File: config.mk
export PLATFORM = sky130hd
export DESIGN_NAME = bapt_sqrt
export DESIGN_NICKNAME = d
export VERILOG_FILES = /design/src/bapt_sqrt.sv
export SDC_FILE = /design/constraint.sdc
export NUM_CORES = 2
export LEC_CHECK = 0
export BUFFER_PORTS_ARGS = -buffer_cell sky130_fd_sc_hd__buf_2
export CORE_MARGIN = 4
export CORE_UTILIZATION = 42
export CTS_CLUSTER_SIZE = 16
export DETAILED_ROUTE_END_ITERATION = 6
export PLACE_DENSITY_LB_ADDON = 0.25
export RECOVER_POWER = 25
export SYNTH_ARGS = -nofsm -noshare
export SYNTH_HDL_FRONTEND = slang
export SYNTH_SLANG_ARGS = --single-unit
File: constraint.sdc
create_clock -name clk -period 5.15 [get_ports clk]
set_clock_uncertainty 0.15 [all_clocks]
set_input_delay 1.03 -clock clk [delete_from_list [all_inputs] [get_ports clk]]
set_output_delay 1.03 -clock clk [all_outputs]
set_load 0.01 [all_outputs]
File: src/bapt_sqrt.sv
`timescale 1ns / 1ps
// ----------------------------------------------------------------------------
// bapt_sqrt
// Pipelined integer square root (floor), one result bit per stage.
// ----------------------------------------------------------------------------
module bapt_sqrt #(
    parameter int ROOT_W = 31,
    parameter int SIDE_W = 1
) (
    input  logic                  clk,
    input  logic                  rst_n,
    input  logic                  en,
    input  logic                  in_valid,
    input  logic [2*ROOT_W-1:0]   rad_in,
    input  logic [SIDE_W-1:0]     side_in,
    output logic                  out_valid,
    output logic [ROOT_W-1:0]     root,
    output logic [SIDE_W-1:0]     side_out
);

    localparam int RAD_W = 2 * ROOT_W;

    logic [ROOT_W:0]    rem_reg  [ROOT_W];
    logic [ROOT_W-1:0]  root_reg [ROOT_W];
    logic [RAD_W-1:0]   rad_reg  [ROOT_W];
    logic [SIDE_W-1:0]  side_reg [ROOT_W];
    logic [ROOT_W-1:0]  valid_reg;

    genvar k;
    for (k = 0; k < ROOT_W; k++)
    begin : g_step
        logic [ROOT_W:0]    rem_prev;
        logic [ROOT_W-1:0]  root_prev;
        logic [RAD_W-1:0]   rad_prev;
        logic [SIDE_W-1:0]  side_prev;
        logic               valid_prev;
        logic [ROOT_W+2:0]  cand;
        logic [ROOT_W+2:0]  trial;
        logic               take;
        logic [ROOT_W:0]    rem_next;
        logic [ROOT_W-1:0]  root_next;
        logic [RAD_W-1:0]   rad_next;

        if (k == 0)
        begin : g_first
            assign rem_prev   = '0;
            assign root_prev  = '0;
            assign rad_prev   = rad_in;
            assign side_prev  = side_in;
            assign valid_prev = in_valid;
        end
        else
        begin : g_rest
            assign rem_prev   = rem_reg[k-1];
            assign root_prev  = root_reg[k-1];
            assign rad_prev   = rad_reg[k-1];
            assign side_prev  = side_reg[k-1];
            assign valid_prev = valid_reg[k-1];
        end

        // bring down two radicand bits, try root*4+1
        always_comb
        begin
            cand      = {rem_prev, rad_prev[RAD_W-1 -: 2]};
            trial     = {1'b0, root_prev, 2'b01};
            take      = (cand >= trial);
            rem_next  = take ? (ROOT_W+1)'(cand - trial) : cand[ROOT_W:0];
            root_next = {root_prev[ROOT_W-2:0], take};
            rad_next  = {rad_prev[RAD_W-3:0], 2'b00};
        end

        always_ff @(posedge clk or negedge rst_n)
        begin
            if (!rst_n)
                valid_reg[k] <= 1'b0;
            else if (en)
                valid_reg[k] <= valid_prev;
        end

        always_ff @(posedge clk)
        begin
            if (en)
            begin
                rem_reg[k]  <= rem_next;
                root_reg[k] <= root_next;
                rad_reg[k]  <= rad_next;
                side_reg[k] <= side_prev;
            end
        end
    end

    assign out_valid = valid_reg[ROOT_W-1];
    assign root      = root_reg[ROOT_W-1];
    assign side_out  = side_reg[ROOT_W-1];

endmodule

# Yosys cells after proc, flatten, opt, wreduce, memory -nomap -nowiden
# Memory sizes are Yosys's and may differ from the RTL's.
# Cells that the tools add are included.
[op_classes]
addsub = 31
order_cmp = 31
mux = 33
[op_table]
columns = ["op", "count"]
rows = [
  [">= comparator 34 x 33 -> 1 bit", 30],
  ["two-way mux 32 bit", 31],
  ["subtractor 32 bit", 30],
  ["subtractor 2 x 1 -> 3 bit, second input constant", 1],
  [">= comparator 2 x 1 -> 1 bit, second input constant", 1],
  ["two-way mux 1 bit", 2],
]
[word_totals]
register_bits = 31
mem_bits_rw = 3844
out_inout_bits = 33
wordCells = 130
n_memories = 4
[memory_table]
columns = ["name", "depth", "width", "rd", "rd_clocked_by_memory_dff", "wr", "line_no", "text"]
rows = [
  ["rad_reg", 31, 60, 30, 0, 31, "25", "logic [RAD_W-1:0] rad_reg [ROOT_W];"],
  ["rem_reg", 31, 32, 30, 0, 31, "23", "logic [ROOT_W:0] rem_reg [ROOT_W];"],
  ["root_reg", 31, 31, 31, 0, 31, "24", "logic [ROOT_W-1:0] root_reg [ROOT_W];"],
  ["side_reg", 31, 1, 31, 0, 31, "26", "logic [SIDE_W-1:0] side_reg [ROOT_W];"],
]

# Longest topological paths before layout
# An unclocked memory read counts as a cell.
[depth]
depth_word = 3
mapped_depth = 15

# Worst setup path before layout
# Ideal clock, no wire load.
[synth_path]
kind = "register -> register"
startpoint = "memory rem_reg[26][0] (netlist name)"
endpoint = "memory rem_reg[27][24] (netlist name) (data pin)"
arrival_ns = 3.208
required_time_ns = 4.730
path_slack_ns = 1.522
stages_incl_launch_ff = 15
path_buffers = 2
path_cell_list = "edfxtp_1 -> ha_1 -> nor2b_1 -> o31a_1 -> o41a_1 -> a311o_1 -> or3_1 -> nand3_1 -> a311oi_1 -> nor2_1 -> inv_1 -> clkbuf_1 -> clkbuf_1 -> nor2_1 -> a21oi_1"
[synth_lines]
columns = ["item", "line_no"]
rows = [
  ["start, declared", "23"],
]

==> impl_metrics.yaml <==
critical_path:
  path_class: "flip-flop to flip-flop"
  critPathBufInv: 0
  required_ns: 5.58
  critPathTopFamily: "compound AO/OA/AOI/OAI gates"
  arrival_ns: 4.78
  crit_path_cell_trace: "ha_1, nor2b_1, o31ai_1, a2111oi_0, nor3_1, o21ai_1, a211oi_4, or2_2, nor4_1, xor2_1"
  crit_path_max_incr_delay_ns: 0.99
  reg2reg_slack_ns: 0.79
  worstSetupEndpointType: "flip-flop"
  crit_fanout: 30
  slowest_stage: "a211oi_4"
  cp-start-kind: "flip-flop"
clock_network:
  post_cts_buffers: 0
  clockRootBuffer: "clkbuf_16"
  cts_num_sinks: 2402
  clk_pin_slew_ns: 0.06
  cts_tree: "yes"
  cts_hold_buf: 0
  cts_max_level: 5
  cts_made_buffers: 271
  cts_resized: 0
  clk_latency_ns: 0.89
  cts_buffer_depth: 4
sta:
  period_needed_ns: 4.36
  worst_slew_pin_slew_ns: 1.24
  period_share_pct: 84.6
  max_freq_mhz: 230
  rsz0062_at_grt: "false"
  relSlewSlack_pct: 14.9
  setup_viol: 0
  hold_violations: 0
  tns_ns: 0
  drv_slew: 0
synth:
  synth_area_per_cell_um2: 13.1
  yosys.area.top_type: "edfxtp_1"
  synth_flop_cell: "edfxtp_1"
  synthTopCellsByArea: "edfxtp_1 64%, ha_1 6.0%, xnor2_1 3.5%"
  synth.distinct_cells: 91
  yosysTopAreaCellShare_pct: 64.2
  synth_cells: 8494
  synth_edf_count: 2371
  ys_seq_elements: 2402
  yosysWarnings: 0
  syn_nets: 9089
  async_flop_share_pct: 1.29
  synth_area_um2: 111000
  synth-seq-area-share_pct: 64.9
place:
  dpl.hpwl_um: 162000
  port_buffers: 99
  place_congestion: 0.884
floorplan:
  die_h_um: 522
  die_area_um2: 272000
  die_w_um: 522
  coreArea_um2: 263000
  num_rows: 188
  start_util_pct: 42.2
  pin_count: 100
hold_path:
  hold_class: "primary input to async pin"
cells_and_area:
  final_nets: 9372
  largest_reg_flops: 930
  nFillCells: 23138
  layout.cells.most_common_list: "2371 x edfxtp_1, 659 x inv_1, 587 x a21oi_1"
  final_common_cell: "edfxtp_1"
  drive_gt1_share_pct: 8.50
  syn_to_final_growth_pct: 12.5
route:
  wire_per_inst_um: 18.1
  via_per_inst: 5.25
  drc: 0
  drtPass1Iterations: 6
  antenna_left: 0
  routed_wl_um: 227000
  vias: 65606
  drtIter0Drc: 4778
run:
  maxCapViolCount: 0
pwr:
  leakagePower_nw: 47.4
  power_density_nw_per_um2: 451
  design_power_total_w: 0.0562
  ir_drop_v: 0.000294
global_route:
  grt_pass1_vias: 65450
  grt_pass1_wl_um: 360000
  gr-total-overflow: 0
  antenna_found_initial: 1
  grt_usage_pct: 16.4
  grt_start_max_net_pins: 137
outcome:
  outcome: "complete, no violations"
==> through the flow <==
step | setup slack (ns) | area, µm² | cells | util [%] | hold slack [ns]
2_1_floorplan | 1.52 | 111000 | 8494 | - | 0.250
3_3_place_gp | 0.840 | 116000 | 12019 | 44.2 | 0.250
3_5_place_dp | 0.819 | 116000 | 12019 | 44.2 | 0.255
4_1_cts | 0.790 | 125000 | 12493 | 47.5 | 0.00390
5_1_grt | 0.403 | 125000 | 12494 | 47.5 | 0.0728
6_report | 0.794 | 125000 | 12494 | 47.5 | 0.0708
==> logic make-up after synthesis <==
family | count (synthesis) | synth area share, %
other | 1 | 0.00338
flip-flops | 2402 | 64.9
AO/OA/AOI/OAI | 1673 | 9.30
XOR/XNOR | 756 | 5.97
buffers and inverters | 836 | 2.86
adder cells (fa/ha/maj) | 528 | 5.96
AND/OR/NAND/NOR | 2166 | 9.64
multiplexers | 132 | 1.33
==> power breakdown <==
| part | leakage [nW] | switching, W | internal (W) |
|---|---|---|---|
| clock | 4.20 | 0.00776 | 0.0110 |
| combinational | 20.0 | 0.00642 | 0.00473 |
| sequential | 23.2 | 0.00163 | 0.0247 |
| total | 47.4 | 0.0158 | 0.0404 |
==> synthesized netlist by cell type, types with 50 or more instances <==
cell      instances
edfxtp_1       2371
inv_1           659
a21oi_1         587
nor2_1          563
nand2_1         534
ha_1            528
xnor2_1         438
o21ai_0         380
xor2_1          318
a21o_1          213
nor3_1          197
clkbuf_1        149
nand3_1         133
nand2b_1        126
mux2_2          121
o21a_1          110
nor4_1          101
nand4_1          90
nor2b_1          79
or3_1            70
a31oi_1          50
==> per-layer routing <==
metal,share of wire [%],routed length [µm],vias to the layer above,global-route usage [%]
met5,0,0,-,0
met4,3.4,7590,0,5.50
met3,4.0,9040,433,2.38
met2,50,113000,1272,28.6
met1,43,96700,31958,20.8
li1,-,-,31943,-
==> area by class of cell <==
class	instances	area, µm²	share of cell area [%]
Sequential cell	2402	72000	57.7
Multi-Input combinational cell	5256	35800	28.7
Clock buffer	324	7070	5.67
Tap cell	3515	4400	3.53
Inverter	663	2490	2.00
Clock inverter	150	1560	1.25
Timing Repair Buffer	183	1390	1.12
Antenna cell	1	2.50	0.00201
==> worst paths after layout <==
check / startpoint / end / cells after the start
hold / removal: rst_n / out_valid / 1
setup / recovery: rem_reg[20][0] / rem_reg[21][27] / 10
hold reg to reg: rad_reg[1][14] / rad_reg[2][16] / 0
max in group asynchronous: rst_n / g_step[19].valid_prev / 1
min in group clk: rad_in[15] / rad_reg[0][15] / 1
setup reg to reg: rem_reg[20][0] / rem_reg[21][27] / 10
Note: power is estimated with default switching activity, not from simulation.
